**src/rtl/salht_row_ram.sv**
```systemverilog
`timescale 1ns / 1ps
`default_nettype none
// ----------------------------------------------------------------------------
// salht_row_ram
// one-write one-read row memory, registered read with write-to-read bypass
// ----------------------------------------------------------------------------
module salht_row_ram #(
   parameter int DEPTH  = 64,
   parameter int WIDTH  = 8,
   parameter int ADDR_W = 6
) (
   input  wire logic              clock,
   input  wire logic              wr_en,
   input  wire logic [ADDR_W-1:0] wr_addr,
   input  wire logic [WIDTH-1:0]  wr_data,
   input  wire logic              rd_en,
   input  wire logic [ADDR_W-1:0] rd_addr,
   output logic      [WIDTH-1:0]  rd_data
);

   logic [WIDTH-1:0] mem [DEPTH];
   logic [WIDTH-1:0] rd_data_ff;

   always_ff @(posedge clock) begin
      if (wr_en) begin
         mem[wr_addr] <= wr_data;
      end
   end

   // same-address write in the read cycle returns the new row
   always_ff @(posedge clock) begin
      if (rd_en) begin
         if (wr_en && (wr_addr == rd_addr)) begin
            rd_data_ff <= wr_data;
         end else begin
            rd_data_ff <= mem[rd_addr];
         end
      end
   end

   assign rd_data = rd_data_ff;

endmodule

`default_nettype wire

```
**config.mk**
```make
export PLATFORM = sky130hd
export DESIGN_NAME = salht_row_ram
export DESIGN_NICKNAME = d
export VERILOG_FILES = /design/src/rtl/salht_row_ram.sv
export SDC_FILE = /design/constraint.sdc
export NUM_CORES = 1
export LEC_CHECK = 0
export ABC_CLOCK_PERIOD_IN_PS = 3100
export BUFFER_PORTS_ARGS = -buffer_cell sky130_fd_sc_hd__clkbuf_2
export CORE_ASPECT_RATIO = 0.6
export CORE_UTILIZATION = 44
export CTS_BUF_LIST = sky130_fd_sc_hd__clkbuf_2 sky130_fd_sc_hd__clkbuf_4 sky130_fd_sc_hd__clkbuf_8
export DETAILED_ROUTE_END_ITERATION = 16
export PLACE_DENSITY_LB_ADDON = 0.12
export SYNTH_ARGS = -nofsm -noshare
export SYNTH_HDL_FRONTEND = slang
export SYNTH_SLANG_ARGS = --single-unit
```
**constraint.sdc**
```tcl
create_clock -name clock -period 3.1 [get_ports clock]
set_input_delay 0.465 -clock clock [delete_from_list [all_inputs] [get_ports clock]]
set_output_delay 0.465 -clock clock [all_outputs]
set_load 0.005 [all_outputs]
```
# Word-level counts from Yosys, hierarchy flattened
# Memories as Yosys holds them, arrays and structs flattened. A register that Yosys moved wholly into a read port is not among the register bits.
# Index checks and enable logic that the tools add are counted.
classes:
  mul: 0
  add_sub_neg: 0
  n_reduce_logical: 0
  mux: 2
  n_shift: 0
  bitwise_logic: 0
  eq_ne: 0
  n_lt_le_gt_ge: 0
  div_mod_pow: 0
op_table:
  columns: ["operator", "n"]
  rows:
  - ["$mux W1", 2]
word_totals:
  ff_bits: 0
  elab_cells: 3
  latch_bits: 0
  memories: 1
  in_bits: 23
  rom_bits: 0
  ramBits: 512
  output_inout_bits: 8
memory_table:
  columns: ["memory", "words", "width", "read_ports", "rd_ports_with_merged_regs", "wr", "line_no", "text"]
  rows:
  - ["mem", 64, 8, 1, 1, 1, "21", "logic [WIDTH-1:0] mem [DEPTH];"]

# Longest topological paths before layout
depth:
  word_depth: 2
  mapped_depth: 10

# Worst setup path after synthesis
# OpenSTA, ideal clock, no wires.
synth_path:
  path_type: "input-to-reg"
  startpoint: "input rd_addr[2]"
  endpoint: "register rd_data_ff[2] (netlist: rd_data[2]), read port of mem, data pin"
  setup_slack_ns: 0.846
  setup_ns: 0.261
  arrival_time_ns: 1.993
  path_buffers: 4
  cell_stages: 9
  required_ns: 2.839
  cell_sequence: "buf_4 buf_4 buf_6 buf_2 mux2i_1 a22oi_1 a21oi_1 nand3_1 a221o_1"
synth_lines:
  columns: ["element", "line_no", "text"]
  rows:
  - ["start, declared", "17", "input wire logic [ADDR_W-1:0] rd_addr,"]
  - ["end, declared", "22", "logic [WIDTH-1:0] rd_data_ff;"]

==> impl.org <==
** Setup path
- On the worst path, the slowest cell contributes a delay of ~0.80 ns.
- The signal on the critical path passes through clkbuf_2, nand2b_1, a211oi_1, a2111oi_0, buf_4, a21oi_1, nand3_1, a221o_1.
- Largest driver fanout on the critical path :: 11
- The worst setup path is captured at a flip-flop.
- Slack of the worst reg-to-reg path :: 0.91 ns
- Reg-to-Reg Start :: mem[35][1]
- Counting cells, the worst reg-to-reg path comes to 7.
- The number of buffers and inverters on the critical path is 2.
- Required time reported for the critical path endpoint :: 3.60 ns
- Cell family contributing the most delay on the critical path :: compound AO/OA/AOI/OAI gates
- The critical path starts at rd_addr[0].
- The worst setup path is launched from an input pin.
- Worst Path Arrival :: approximately 2.7 ns
- Type of the worst setup path :: input pin to flip-flop
- In this run the critical register-to-register path is captured at rd_data[1].
- Crit path max-delay cell type :: sky130_fd_sc_hd__a2111oi_0

** Floorplan
- Pin placement for this block handled 31 I/O pins.
- From bottom edge to top edge, the die measures 169.6 um.
- The initial utilization of the core area, before any placement, comes to 45.26%.
- The core region is 45490 um2.
- The floorplan has 60 rows.
- In this run the horizontal extent of the chip is about 280 um.
- Die area :: 47700 um2

** Detailed routing
- The first routing iteration left 1291 violations.
- After detailed routing, the number of vias per cell comes to 5.654.
- Pre-antenna DRT Iters :: 5
- Via count :: around 11000
- For this run, design rule violations remaining after detail routing come to 0.
- After detailed routing, the average wire length per cell comes to 26.35 um.
- The detail route stage leaves a number of antenna-violating nets equal to 0.
- The final layout contains routed wiring with a total length of 51940 um.

** STA
- The max-slew violation total from the final report came to 0.
- Clock period minus worst slack :: 2.238 ns
- Worst-case hold slack :: about 0.25 ns
- Total negative setup slack :: 0 ns
- Count of final hold-check violations :: 0
- Static timing analysis puts the maximum clock frequency at 446.8 MHz.
- Setup violations remaining at the end of the flow were counted as 0.
- Relative slew slack :: 33.96%
- For the pin with the worst max-slew slack, the measured transition is 0.9906 ns.
- Clock skew on the completed layout was measured at 0.02867 ns.
- Of the available clock period, the critical path in the final layout requires about 72%.
- Setup repair after global routing missed its margin :: false

** Global route
- Antenna violations before repair :: 0
- Entering global routing, the biggest net connects 56 pins.
- The first global-routing pass estimated 75400 um of wire.
- Summed over all layers, the global routing overflow is 0.
- All-Layer GR Usage :: 22.34%
- Via count of the first global-routing pass :: 10848

** Clocking
- Number of levels in the clock H-tree :: 3
- Clock tree synthesis selected as its root buffer the cell sky130_fd_sc_hd__clkbuf_8.
- Number of cells upsized or downsized after cts :: 0
- After clock tree synthesis, the setup repair step added 0 buffers.
- The clock passes through at most 3 buffers.
- Number of CTS-inserted buffers :: 75
- Hold-fix buffers at CTS :: 0
- TritonCTS built the clock tree.
- After clock tree synthesis, the clock-pin slew on the worst setup and hold paths is 0.07 ns.
- Worst-skew pair later-pin latency :: between 0.6 and 0.7 ns
- The clock net in this run drives a total of 520 sinks.

** Min path
- Counting instances, the worst hold path has a depth of 1.
- Terminating pin of the worst hold path :: rd_data[0]
- The path class of the tightest hold or removal check is input pin to flip-flop.
- Critical hold path startpoint :: rd_en

** Final layout
- Ratio of cells with drive above 1 in the final layout :: between 20% and 30%
- Number of nets at the end of the flow :: 1324
- Final non-filler cell total :: 1971
- Measured on the finished design, the core utilization comes to around 52%.
- The area growth from synthesis to layout is 14.72%.

** Place
- During placement, the flow inserted port buffers numbering 30.
- Summed over all nets, the half-perimeter wirelength after detailed placement is 34520 um.
- # placed instances :: 1844
- Routability-driven placement finished with a final weighted congestion of 0.8459.

** Synthesis
- Counting every net in the synthesized netlist gives between 1000 and 1500.
- Mean instance size in the synthesized netlist :: roughly 18 um2
- Yosys mapped a number of flops with a built-in enable equal to 520.
- Post-synthesis sequential element count :: 520
- The mapped netlist covers 20590 um2.
- Among all flip-flop cells after synthesis, the most frequent one is sky130_fd_sc_hd__edfxtp_1.
- After synthesis, flip-flops and latches occupy 75.83% of the total area.
- Synth Warn # :: 0
- Top post-synthesis cells by area :: sky130_fd_sc_hd__edfxtp_1 (76%), sky130_fd_sc_hd__mux2i_1 (9.1%), sky130_fd_sc_hd__mux4_2 (2.7%)
- Synthesis produced 1143 cells.
- Count of distinct cell types in the synthesized netlist :: 43
- Cell type with the highest aggregate area in the netlist :: sky130_fd_sc_hd__edfxtp_1
- Async S/R FF share, synth :: 0%
- Fraction of synthesized cell area taken by the top area cell type :: 75.83%

** Power and ir drop
- Cell leakage power :: just over 8 nW
- Largest vdd supply drop :: slightly below 0.0004 V
- Power density relative to cell area :: 587.0 nW/um2

** Run status
- The flow ran to the end, and the final reports show no timing, DRC or antenna violations.

** Job
- Max-cap violations in this run came to 0.
## worst register-to-register path: cells and delay by family (launching register included)
family | cells | cell delay (ns)
buffers and inverters | 1 | 0.28
AND/OR/NAND/NOR | 1 | 0.22
flip-flops | 1 | 0.32
multiplexers | 1 | 0.19
AO/OA/AOI/OAI | 4 | 1.08
## cell families after synthesis
group           after synthesis  synth area share (%)
compound gates              162                 5.524
xor+xnor                      6                0.2553
buf+inv                      68                 1.732
flops                       520                 75.83
mux                         228                 12.92
simple gates                159                 3.737
## registers in the layout, indices dropped and copies added, names as in the netlist
name	flops
rd_data	8
mem	512
## how the worst max path moves through the flow
stage | endpoint | depth (start not counted)
final | rd_data[1] | 8
after global routing | rd_data[4] | 9
after CTS | rd_data[6] | 7
after detailed placement | rd_data[6] | 7
after global placement | rd_data[6] | 7
after floorplan | rd_data[2] | 9
## through the flow
| stage | instance area (um2) | total power, W | setup WS (ns) |
|---|---|---|---|
| after floorplan | 20590 | 0.008384 | 0.8460 |
| after global placement | 22220 | 0.008790 | 0.2056 |
| after detailed placement | 22220 | 0.008799 | 0.2131 |
| after CTS | 23620 | 0.01400 | 0.8982 |
| after global routing | 23620 | 0.01433 | 0.7109 |
| final | 23620 | 0.01387 | 0.8619 |
## per-layer routing
layer,up-vias,wire length (um),track usage [%]
met5,-,0,0
met3,67,3987,5.135
met1,5732,25980,36.66
met2,424,21170,29.45
li1,4922,-,-
met4,0,796,5.080
## cell usage in the layout, fill, tap and decap left out, types with 8 or more instances in the layout
cell	count
sky130_fd_sc_hd__edfxtp_1	520
sky130_fd_sc_hd__mux2i_1	187
sky130_fd_sc_hd__buf_4	105
sky130_fd_sc_hd__clkbuf_8	78
sky130_fd_sc_hd__nor2_1	74
sky130_fd_sc_hd__a22oi_1	66
sky130_fd_sc_hd__a21oi_1	37
sky130_fd_sc_hd__clkbuf_2	29
sky130_fd_sc_hd__mux4_2	25
sky130_fd_sc_hd__clkbuf_4	25
sky130_fd_sc_hd__nand3_1	20
sky130_fd_sc_hd__nand2_1	20
sky130_fd_sc_hd__a221oi_1	15
sky130_fd_sc_hd__clkinv_1	15
sky130_fd_sc_hd__mux2_2	13
sky130_fd_sc_hd__nor2b_1	12
sky130_fd_sc_hd__buf_12	12
sky130_fd_sc_hd__o21ai_0	10
sky130_fd_sc_hd__a2111oi_0	8
## power breakdown
group / switching, W / internal (W) / leakage, nW
clock network: 0.00251 / 0.00271 / 0.736
registers: 0.0000211 / 0.00780 / 4.68
logic: 0.000538 / 0.000289 / 2.65
## synth_stat cells (6+ instances only)
cell type                     n
sky130_fd_sc_hd__o21ai_0     10
sky130_fd_sc_hd__nand2b_1     7
sky130_fd_sc_hd__a221oi_1    15
sky130_fd_sc_hd__o22ai_1      7
sky130_fd_sc_hd__a2111oi_0   10
sky130_fd_sc_hd__nand3_1     20
sky130_fd_sc_hd__nor4b_1      6
sky130_fd_sc_hd__a21oi_1     37
sky130_fd_sc_hd__nor2b_1     13
sky130_fd_sc_hd__buf_2       21
sky130_fd_sc_hd__edfxtp_1   520
sky130_fd_sc_hd__a22oi_1     66
sky130_fd_sc_hd__nor2_1      74
sky130_fd_sc_hd__mux2_2      13
sky130_fd_sc_hd__mux4_2      25
sky130_fd_sc_hd__clkbuf_1    26
sky130_fd_sc_hd__mux2i_1    187
sky130_fd_sc_hd__a211oi_1     6
sky130_fd_sc_hd__buf_4       12
sky130_fd_sc_hd__nand2_1     20
sky130_fd_sc_hd__a221o_1      7
## final cells by class
cell class	instances	area (um2)
flip-flops and latches	520	15620
clock buffers	103	1261
well taps	620	775.7
diodes	1	2.502
fillers	3706	21870
multi-input cells	555	4636
clock inverters	23	136.4
repair buffers	147	1189
inverters	2	7.507
Note: power is estimated with default switching activity, not from simulation.
