[config.mk]
export PLATFORM = sky130hd
export DESIGN_NAME = salht_lookup
export DESIGN_NICKNAME = d
export VERILOG_FILES = /design/src/rtl/salht_pkg.sv /design/src/rtl/salht_lookup.sv
export SDC_FILE = /design/constraint.sdc
export NUM_CORES = 1
export LEC_CHECK = 0
export BUFFER_PORTS_ARGS = -buffer_cell sky130_fd_sc_hd__buf_2
export CORE_AREA = 2 2 307 309
export DETAILED_ROUTE_END_ITERATION = 10
export DIE_AREA = 0 0 309 311
export PLACE_DENSITY = 0.36
export RECOVER_POWER = 100
export SLEW_MARGIN = 10
export SYNTH_ARGS = -nofsm -noshare
export SYNTH_HDL_FRONTEND = slang
export SYNTH_SLANG_ARGS = --single-unit
[constraint.sdc]
create_clock -name vclk -period 8.06
set_input_delay 0.403 -clock vclk [all_inputs]
set_output_delay 0.403 -clock vclk [all_outputs]
set_load 0.02 [all_outputs]
[src/rtl/salht_pkg.sv]
`timescale 1ns / 1ps
`default_nettype none
// ----------------------------------------------------------------------------
// salht_pkg
// shared widths, access kind codes and field types for the lru tag tracker
// ----------------------------------------------------------------------------
package salht_pkg;

   localparam int ADDR_W  = 32;
   localparam int STAMP_W = 64;

   typedef logic [ADDR_W-1:0]  addr_type;
   typedef logic [STAMP_W-1:0] stamp_type;

   // access kind carried in tuser
   localparam logic FUNC_LOAD  = 1'b0;
   localparam logic FUNC_STORE = 1'b1;

endpackage

`default_nettype wire

[src/rtl/salht_lookup.sv]
`timescale 1ns / 1ps
`default_nettype none
// ----------------------------------------------------------------------------
// salht_lookup
// tag compare, fill/victim choice and updated row for one set
// ----------------------------------------------------------------------------
module salht_lookup #(
   parameter int WAY_COUNT = 4,
   parameter int TAG_W     = 23
) (
   input  wire logic [WAY_COUNT-1:0]            row_valid,
   input  wire logic [WAY_COUNT-1:0][TAG_W-1:0] row_tag,
   input  wire salht_pkg::stamp_type [WAY_COUNT-1:0] row_stamp,
   input  wire logic [TAG_W-1:0]                tag,
   input  wire logic                            func,
   input  wire salht_pkg::stamp_type            stamp,
   output logic                                 hit,
   output logic                                 wr_en,
   output logic [WAY_COUNT-1:0]                 new_valid,
   output logic [WAY_COUNT-1:0][TAG_W-1:0]      new_tag,
   output salht_pkg::stamp_type [WAY_COUNT-1:0] new_stamp
);
   import salht_pkg::*;

   localparam int LVL   = (WAY_COUNT > 1) ? $clog2(WAY_COUNT) : 1;
   localparam int POW   = 1 << LVL;
   localparam int WAY_W = LVL;

   logic [WAY_COUNT-1:0] match;
   logic [WAY_COUNT-1:0] hit_sel;
   logic [WAY_COUNT-1:0] inv_sel;
   logic [WAY_COUNT-1:0] lru_sel;
   logic [WAY_COUNT-1:0] fill_sel;
   logic                 any_invalid;
   logic                 found_hit;
   logic                 found_inv;

   stamp_type        node_stamp [LVL+1][POW];
   logic [WAY_W-1:0] node_idx   [LVL+1][POW];
   logic             node_live  [LVL+1][POW];

   // hit and first invalid way, lowest index wins
   always_comb begin
      found_hit = 1'b0;
      found_inv = 1'b0;
      hit_sel   = '0;
      inv_sel   = '0;
      for (int w = 0; w < WAY_COUNT; w++) begin
         match[w] = row_valid[w] && (row_tag[w] == tag);
         if (match[w] && !found_hit) begin
            hit_sel[w] = 1'b1;
            found_hit  = 1'b1;
         end
         if (!row_valid[w] && !found_inv) begin
            inv_sel[w] = 1'b1;
            found_inv  = 1'b1;
         end
      end
      hit         = found_hit;
      any_invalid = found_inv;
   end

   // oldest stamp by a compare tree, left side kept on a tie
   always_comb begin
      for (int l = 0; l <= LVL; l++) begin
         for (int n = 0; n < POW; n++) begin
            node_stamp[l][n] = '1;
            node_idx[l][n]   = '0;
            node_live[l][n]  = 1'b0;
         end
      end
      for (int n = 0; n < POW; n++) begin
         if (n < WAY_COUNT) begin
            node_stamp[0][n] = row_stamp[n];
            node_live[0][n]  = 1'b1;
         end
         node_idx[0][n] = WAY_W'(n);
      end
      for (int l = 1; l <= LVL; l++) begin
         for (int n = 0; n < (POW >> l); n++) begin
            if (node_live[l-1][2*n+1] && (node_stamp[l-1][2*n+1] < node_stamp[l-1][2*n])) begin
               node_stamp[l][n] = node_stamp[l-1][2*n+1];
               node_idx[l][n]   = node_idx[l-1][2*n+1];
            end else begin
               node_stamp[l][n] = node_stamp[l-1][2*n];
               node_idx[l][n]   = node_idx[l-1][2*n];
            end
            node_live[l][n] = node_live[l-1][2*n];
         end
      end
      for (int w = 0; w < WAY_COUNT; w++) begin
         lru_sel[w] = (node_idx[LVL][0] == WAY_W'(w));
      end
   end

   assign fill_sel = any_invalid ? inv_sel : lru_sel;
   assign wr_en    = hit || (func == FUNC_LOAD);

   // updated row: stamp refresh on hit, fill on load miss
   always_comb begin
      new_valid = row_valid;
      new_tag   = row_tag;
      new_stamp = row_stamp;
      for (int w = 0; w < WAY_COUNT; w++) begin
         if (hit) begin
            if (hit_sel[w]) begin
               new_stamp[w] = stamp;
            end
         end else if (fill_sel[w]) begin
            new_valid[w] = 1'b1;
            new_tag[w]   = tag;
            new_stamp[w] = stamp;
         end
      end
   end

endmodule

`default_nettype wire
# --- Yosys cells after proc, flatten, opt, wreduce, memory -nomap -nowiden ---
# Cells that the tools add are included.
totals:
  elab_cells: 79
  ff_bits: 0
op_classes:
  n_eq_ne: 7
  n_lt_le_gt_ge: 3
  bitwise: 1
  n_reduce_logical: 20
  muxes: 48
op_table:
  columns: ["cell", "n"]
  rows:
  - ["64-bit 2-to-1 mux", 14]
  - ["64-bit less-than comparator", 3]
  - ["23-bit 2-to-1 mux", 8]
  - ["23-bit equality test", 4]
  - ["1-bit 2-to-1 mux", 24]
  - ["1-bit logical AND", 10]
  - ["1-bit zero test", 8]
  - ["2-bit equality test (second input constant)", 2]
  - ["4-bit 2-to-1 mux", 1]
  - ["2-bit by 1-bit equality test with 1-bit output (second input constant)", 1]
  - ["2-bit zero test", 1]
  - ["2-bit 2-to-1 mux", 1]
  - ["1-bit logical OR", 1]
  - ["1-bit inverter", 1]

# --- Depth between registers and ports, before layout ---
# Gate-level depths: netlist of the first run.
logic_depth:
  word_depth: 14
  mapped_depth: 23
  mapped_depth_nobuf: 20

# --- Worst setup path after synthesis of the first run ---
# OpenSTA, ideal clock, no wires.
synth_path:
  path_type: "input to output"
  start: "in row_stamp[166] in the netlist's numbering"
  end: "out new_stamp[195] in the netlist's numbering"
  t_required_ps: 7657
  slack_ps: 1696
  cell_stages: 23
  arrival_ps: 5961
  n_path_buf: 3
  path_cell_list: "inv_1 -> ha_1 -> nand4_1 -> nor4_1 -> nor3b_1 -> nand4b_1 -> o211ai_1 -> or2_2 -> clkbuf_1 -> clkbuf_1 -> mux2_2 -> ha_1 -> a21o_1 -> a21o_1 -> a221o_1 -> a221oi_1 -> o211ai_1 -> a211o_1 -> o41a_1 -> o41a_1 -> a21oi_4 -> buf_12 -> mux2_4"
synth_lines:
  columns: ["element", "line", "rtl"]
  rows:
  - ["start: declaration", "salht_lookup.sv:13", "input wire salht_pkg::stamp_type [WAY_COUNT-1:0] row_stamp,"]
  - ["end: declaration", "salht_lookup.sv:21", "output salht_pkg::stamp_type [WAY_COUNT-1:0] new_stamp"]

==> summary.log, run 1 <==
[outcome] run status completed
[detailed_routing] DRC violation total after the first TritonRoute iteration 398
[timing] final cycle utilization of the critical path 93.8%
[timing] fmax 132 MHz
[synth] fraction of the mapped netlist area in simple logic gates 11.3%
[synth] area share of fa/ha/maj cells after synthesis 19.7%
[pwr] Leak Pwr 8.29 nW
[timing] setup violators final 0
[synth] fraction of synthesized cell area in xor and xnor cells 6.72%
[layout] fraction of layout cells with a size suffix above 1 49.9%
[die] placeable core area 92800 µm²
[die] std cell rows 112
[synth] area share of the largest cell type after synthesis 33.0%
[timing] final worst path period need 7.56 ns
[synth] portion of the post-synthesis area used by sequential elements 0%
[layout] utilization after layout 18.6%
[critical_path] element type at the critical path start primary input
[synth] dominant cell type by area after synthesis sky130_fd_sc_hd__mux2_2
[pwr] areal power density over the cells 80.1 nW/µm²
[global_route] maximum number of pins on one net before global-route repair 40
[synth] post-synthesis instance area 12000 µm²
[die] initial standard-cell utilization of the core 12.9%
[layout] post-layout net count 2767
[layout] number of clock buffers in the layout 0
[synth] main area contributors after synthesis sky130_fd_sc_hd__mux2_2, sky130_fd_sc_hd__ha_1, sky130_fd_sc_hd__mux2_4
[global_route] antenna violations before repair 23
[global_route] number of global-route vias before repair 14100
[timing] unrepaired setup endpoints after global routing false
[die] full die area 96100 µm²
[timing] number of max-slew violations in the final report 0
[worst_hold_path] hold-critical path depth 3
[global_route] global route overflow 0
[critical_path] worst path required time 7.66 ns
[detailed_routing] DRC violations left 0
[synth] compound-cell area share of the yosys netlist 8.97%
[critical_path] endpoint kind of the worst setup timing path output port
[timing] final setup slack of the worst path 0.497 ns
[critical_path] path type of the worst setup path primary input to output port
[layout] num sequential 0
[timing] final setup TNS 0 ns
[placed_design] post-placement worst setup slack -0.380 ns
[synth] total of warnings raised by yosys 0
[detailed_routing] average wire length per cell after detail routing 22.8 µm
[timing] Tightest Pin Transition 0.810 ns
[die] IO Pins 794
[synth] mean instance size in the synthesized netlist 8.70 µm²
[timing] final hold vios 0
[placed_design] routability congestion estimate from global placement 0.837
[critical_path] CP Data Arrival Time 7.16 ns
[detailed_routing] drt via density 4.04
[run] number of max-capacitance violations reported 0
[detailed_routing] count of nets left with antenna violations after detail routing 0
[detailed_routing] wire length reported by the detailed router 77.4 mm
[placed_design] estimated wirelength of the detail-placed design 69.3 mm
[critical_path] maximum fanout count along the critical path 28
[layout] Seq. cell area 0 µm²
[worst_hold_path] path class of the lowest-slack min-delay path primary input to output port
[timing] Max transition margin 45.4%
[synth] mux cell area share after synthesis 45.8%
[die] Die H 311 µm
[pwr] Total Power Consumption 1.38 mW
[detailed_routing] count of vias placed by the detailed router 13700
[synth] Synthesized Nets 2007
[layout] Fillers 10800
[synth] combinational family with the most area after synthesis multiplexers
[worst_hold_path] Worst Min Path Start func
[synth] count of mapped cells out of synthesis 1378
[synth] distinct cell type count after synthesis 59
[global_route] wire length of the first global-routing pass 105 mm
[worst_hold_path] Hold Path End wr_en
[clocking] hold-fix buffer count after cts 0
[detailed_routing] First-pass DRT Iterations 4
[placed_design] number of port buffers 794
[pwr] maximum VDD drop 28.8 µV
[layout] relative area change from synthesis to final layout 44.1%
[global_route] global-route usage over all layers 15.0%
[die] die width 309 µm
cell usage in the layout (no fill, tap or decap), types with 8 or more instances in the layout:
| cell type | Yosys | final |
|---|---|---|
| sky130_fd_sc_hd__inv_1 | 139 | 139 |
| sky130_fd_sc_hd__nor3b_1 | 8 | 8 |
| sky130_fd_sc_hd__xor2_1 | 67 | 67 |
| sky130_fd_sc_hd__nor4_1 | 31 | 29 |
| sky130_fd_sc_hd__nand3_1 | 22 | 22 |
| sky130_fd_sc_hd__buf_2 | 22 | 524 |
| sky130_fd_sc_hd__nor3_1 | 12 | 11 |
| sky130_fd_sc_hd__o21ai_0 | 32 | 32 |
| sky130_fd_sc_hd__xnor2_1 | 25 | 25 |
| sky130_fd_sc_hd__nand4_1 | 47 | 47 |
| sky130_fd_sc_hd__a21o_1 | 16 | 16 |
| sky130_fd_sc_hd__mux2i_1 | 63 | 63 |
| sky130_fd_sc_hd__clkbuf_2 | 0 | 136 |
| sky130_fd_sc_hd__mux2_4 | 60 | 23 |
| sky130_fd_sc_hd__ha_1 | 189 | 189 |
| sky130_fd_sc_hd__nor2_1 | 33 | 32 |
| sky130_fd_sc_hd__mux2_2 | 351 | 336 |
| sky130_fd_sc_hd__buf_4 | 0 | 14 |
| sky130_fd_sc_hd__clkbuf_1 | 35 | 141 |
| sky130_fd_sc_hd__buf_12 | 6 | 8 |
| sky130_fd_sc_hd__nand2_1 | 50 | 49 |
| sky130_fd_sc_hd__a21oi_1 | 59 | 59 |
| sky130_fd_sc_hd__mux2_1 | 0 | 52 |
stage by stage:
step / instance area [µm²] / hold WS, ns / std cells
4_1_cts: 17600 / 1.07 / 3390
5_1_grt: 17300 / 1.10 / 3390
2_1_floorplan: 12000 / 0.923 / 1378
6_report: 17300 / 1.07 / 3392
3_3_place_gp: 17600 / 1.06 / 3389
3_5_place_dp: 17600 / 1.06 / 3390
area by class of cell:
class                      count  area, µm²  area share, %
antenna                        2       5.00         0.0290
tap                         1254       1570           9.08
multi-input combinational   1170      11000           63.9
inverter                     139        522           3.02
timing repair buffer         827       4140           23.9
power by group:
group	internal, mW	switching [mW]
sequential	0	0
clock	0.0000000337	0
combinational	0.557	0.827
repair_timing:
action                     in CTS  in global routing
setup endpoints to repair     173                 73
gates cloned                    0                  0
setup buffers                   0                  0
hold endpoints to repair        0                  0
gates resized for setup         2                  5
metal layers:
| layer | track usage (%) | part of all wire (%) |
|---|---|---|
| met1 | 18.1 | 42 |
| met2 | 29.3 | 52 |
| met3 | 1.33 | 4.5 |
| met4 | 1.51 | 1.4 |
| met5 | 0 | 0.048 |
cells by family (layout without fill, tap and decap cells):
logic type / count (synthesis) / after routing
adders and majority gates: 189 / 189
and+or+nand+nor: 249 / 249
AOI/OAI and AO/OA: 166 / 166
other: 0 / 2
buffers and inverters: 208 / 966
muxes: 474 / 474
xor gates and xnor gates: 92 / 92
Yosys cell counts, types with 6 or more instances:
master and count:
sky130_fd_sc_hd__mux2_4 60, sky130_fd_sc_hd__a21o_1 16, sky130_fd_sc_hd__ha_1 189, sky130_fd_sc_hd__nor4_1 31, sky130_fd_sc_hd__buf_2 22, sky130_fd_sc_hd__nand3_1 22, sky130_fd_sc_hd__buf_12 6, sky130_fd_sc_hd__nor3b_1 8
sky130_fd_sc_hd__a221oi_1 8, sky130_fd_sc_hd__mux2i_1 63, sky130_fd_sc_hd__o21ai_0 32, sky130_fd_sc_hd__a211oi_1 8, sky130_fd_sc_hd__xnor2_1 25, sky130_fd_sc_hd__or3_1 7, sky130_fd_sc_hd__nand2_1 50, sky130_fd_sc_hd__buf_1 6
sky130_fd_sc_hd__inv_1 139, sky130_fd_sc_hd__a21oi_1 59, sky130_fd_sc_hd__clkbuf_1 35, sky130_fd_sc_hd__mux2_2 351, sky130_fd_sc_hd__nor2_1 33, sky130_fd_sc_hd__nand2b_1 6, sky130_fd_sc_hd__nand4_1 47, sky130_fd_sc_hd__xor2_1 67
sky130_fd_sc_hd__or2_2 8, sky130_fd_sc_hd__nor3_1 12
how the worst max path moves through the flow:
stage	from	to	slack [ns]	cells after the start
floorplan	row_stamp[166]	new_stamp[195]	1.70	23
global placement	row_stamp[191]	new_stamp[245]	-0.38	24
detailed placement	row_stamp[191]	new_stamp[232]	-0.38	24
CTS	row_stamp[191]	new_stamp[232]	0.17	24
global route	row_stamp[191]	new_stamp[41]	0.02	24
finish	row_stamp[191]	new_stamp[232]	0.50	24
worst max-delay path, cell delays in order:
cell	delay (ns)
sky130_fd_sc_hd__buf_2	0.13
sky130_fd_sc_hd__inv_1	0.05
sky130_fd_sc_hd__ha_1	0.32
sky130_fd_sc_hd__nand4_1	0.25
sky130_fd_sc_hd__nor4_4	0.45
sky130_fd_sc_hd__nand2_1	0.31
sky130_fd_sc_hd__nand4b_1	0.29
sky130_fd_sc_hd__o211ai_1	0.23
sky130_fd_sc_hd__or2_4	0.19
sky130_fd_sc_hd__buf_12	0.19
sky130_fd_sc_hd__mux2_2	0.36
sky130_fd_sc_hd__ha_1	0.31
sky130_fd_sc_hd__and4_1	0.28
sky130_fd_sc_hd__a221o_1	0.42
sky130_fd_sc_hd__a221oi_4	0.39
sky130_fd_sc_hd__o211ai_1	0.14
sky130_fd_sc_hd__a211o_1	0.38
sky130_fd_sc_hd__o41a_1	0.44
sky130_fd_sc_hd__o41a_1	0.18
sky130_fd_sc_hd__a21oi_4	0.21
sky130_fd_sc_hd__buf_6	0.38
sky130_fd_sc_hd__clkbuf_2	0.29
sky130_fd_sc_hd__mux2_4	0.31
sky130_fd_sc_hd__clkbuf_2	0.15
No activity file was read; power rests on OpenSTA's default activity.
==> inputs of run 2 (changes only) <==
- CELL_PAD_IN_SITES_DETAIL_PLACEMENT: not set -> 0
- CELL_PAD_IN_SITES_GLOBAL_PLACEMENT: not set -> 1
- CORE_AREA: 2 2 307 309 -> 2 2 310 312
- DIE_AREA: 0 0 309 311 -> 0 0 312 314
- PLACE_DENSITY: 0.36 -> 0.45
==> run 2 against run 1 <==
- sequential cell count did not move
- cell count about the same
- die area rose by 1.9%
- routed wire length shrank 0.48%
- total power fell by 0.46%
- worst hold slack better by 0.097 ns
- worst setup slack improved by 0.13 ns
- critical path depth is the same
- non-clock buffer count is 8 lower
- count of clock-buffer cells in the layout unchanged
- critical endpoint is now new_stamp[217]
==> summary.log, run 2 (synthesis results as in run 1) <==
[outcome] run status completed
[timing] final cycle utilization of the critical path 92.3%
[pwr] areal power density over the cells 79.9 nW/µm²
[detailed_routing] count of nets left with antenna violations after detail routing 0
[die] placeable core area 94400 µm²
[critical_path] path type of the worst setup path primary input to output port
[timing] number of max-slew violations in the final report 0
[clocking] hold-fix buffer count after cts 0
[placed_design] number of cells after detailed placement 3392
[critical_path] stage delay of the slowest cell on the critical path 0.45 ns
[pwr] Leak Pwr 8.20 nW
[placed_design] routability congestion estimate from global placement 0.809
[detailed_routing] wire length reported by the detailed router 77.0 mm
[timing] worst hold slack after final layout 1.17 ns
[run] number of max-capacitance violations reported 0
[layout] utilization after layout 18.3%
[die] std cell rows 113
[timing] Max transition margin 4.64%
[timing] Tightest Pin Transition 1.41 ns
[worst_hold_path] path class of the lowest-slack min-delay path primary input to output port
[critical_path] CP Data Arrival Time 7.03 ns
[timing] final worst path period need 7.44 ns
[worst_hold_path] Worst Min Path Start func
[die] full die area 98000 µm²
[layout] relative area change from synthesis to final layout 43.9%
[layout] post-layout net count 2759
[layout] leading cell type in the layout, fill and taps excluded sky130_fd_sc_hd__buf_2
[worst_hold_path] Hold Path End wr_en
[die] IO Pins 794
[detailed_routing] count of vias placed by the detailed router 13600
[layout] Seq. cell area 0 µm²
[global_route] wire length of the first global-routing pass 105 mm
[timing] final setup TNS 0 ns
[layout] count of non-filler cells in the finished layout 3394
[detailed_routing] drt via density 4.01
[layout] number of clock buffers in the layout 0
[placed_design] estimated wirelength of the detail-placed design 69.3 mm
[layout] num sequential 0
[timing] unrepaired setup endpoints after global routing false
[layout] leading cell types in the layout, fill and taps excluded sky130_fd_sc_hd__buf_2, sky130_fd_sc_hd__mux2_2, sky130_fd_sc_hd__ha_1
[critical_path] Slowest cell on crit path sky130_fd_sc_hd__nor3b_2
[detailed_routing] First-pass DRT Iterations 5
[timing] fmax 134 MHz
[global_route] antenna violations before repair 32
[die] Die H 314 µm
[critical_path] endpoint kind of the worst setup timing path output port
[global_route] global-route usage over all layers 14.8%
[global_route] global route overflow 0
[worst_hold_path] hold-critical path depth 3
[global_route] number of global-route vias before repair 14300
[global_route] maximum number of pins on one net before global-route repair 40
[detailed_routing] average wire length per cell after detail routing 22.7 µm
[critical_path] maximum fanout count along the critical path 35
[timing] final hold vios 0
[detailed_routing] DRC violations left 0
[layout] fraction of layout cells with a size suffix above 1 49.7%
[layout] Fillers 11100
[die] initial standard-cell utilization of the core 12.7%
[critical_path] worst path required time 7.66 ns
[critical_path] critical path, cell by cell buf_2, inv_1, ha_1, nand4_1, nor4_2, nor3b_2, nand4b_1, o211ai_1, buf_4, or2_4, buf_6, mux2_2, ha_1, and4_1, a221o_1, a221oi_2, o211ai_1, a211o_1, o41a_1, o41a_1, a21oi_4, buf_12, mux2_1, buf_2
[timing] setup violators final 0
[critical_path] element type at the critical path start primary input
[placed_design] number of port buffers 794
[pwr] maximum VDD drop 25.4 µV
[die] die width 312 µm
[detailed_routing] DRC violation total after the first TritonRoute iteration 432
[run 2: cell types whose count changed in the layout (fill, tap and decap cells not counted), sizes merged]
| cell | delta |
|---|---|
| clkbuf | +24 |
| buf | -32 |
| diode | -1 |
[run 2: per-layer routing]
layer / track usage, % / part of all wire [%] / routed length, µm
met5: 0 / 0.15 / 115
met4: 2.47 / 2.4 / 1870
met3: 2.31 / 4.8 / 3720
met2: 28.8 / 52 / 40400
met1: 16.9 / 40 / 30900
[run 2: stage by stage]
stage / instance area [µm²] / setup slack [ns] / total power, mW
finish: 17200 / 0.623 / 1.38
global route: 17200 / 0.0216 / 1.51
CTS: 17600 / 0.137 / 1.44
detailed placement: 17500 / -0.210 / 1.42
global placement: 17500 / -0.169 / 1.44
floorplan: 12000 / 1.70 / 0.849
[run 2: how the worst max path moves through the flow]
stage | start | slack (ns) | to
2_1_floorplan | row_stamp[166] | 1.70 | new_stamp[195]
3_3_place_gp | row_stamp[166] | -0.17 | new_stamp[255]
3_5_place_dp | row_stamp[166] | -0.21 | new_stamp[255]
4_1_cts | row_stamp[191] | 0.14 | new_stamp[36]
5_1_grt | row_stamp[166] | 0.02 | new_stamp[183]
6_report | row_stamp[166] | 0.62 | new_stamp[217]
[run 2: what timing repair did]
item / in CTS / in global routing
endpoints found under the setup margin: 237 / 244
resized for setup: 4 / 4
pin swaps: 0 / 1
setup buffers: 0 / 1
[run 2: worst max-delay path: cells and delay by family]
kind	cells	cell delay, ns
AOI/OAI and AO/OA	8	2.36
and+or+nand+nor	6	1.66
buffers and inverters	6	1.02
muxes	2	0.77
adders and majority gates	2	0.63
[run 2: cell type report]
class                           count  area (µm²)  share of cell area [%]
Multi-Input combinational cell   1170       11100                    64.3
Timing Repair Buffer              819        4060                    23.5
Inverter                          139         522                    3.03
Antenna cell                        1        2.50                  0.0145
Tap cell                         1265        1580                    9.18
[run 2: power by group]
part | total [mW] | internal, mW | leakage [nW] | switching (mW)
combinational | 1.38 | 0.556 | 8.20 | 0.821
sequential | 0 | 0 | 0 | 0
clock | 0.0000000166 | 0.0000000166 | 0.00000634 | 0
total | 1.38 | 0.556 | 8.20 | 0.821
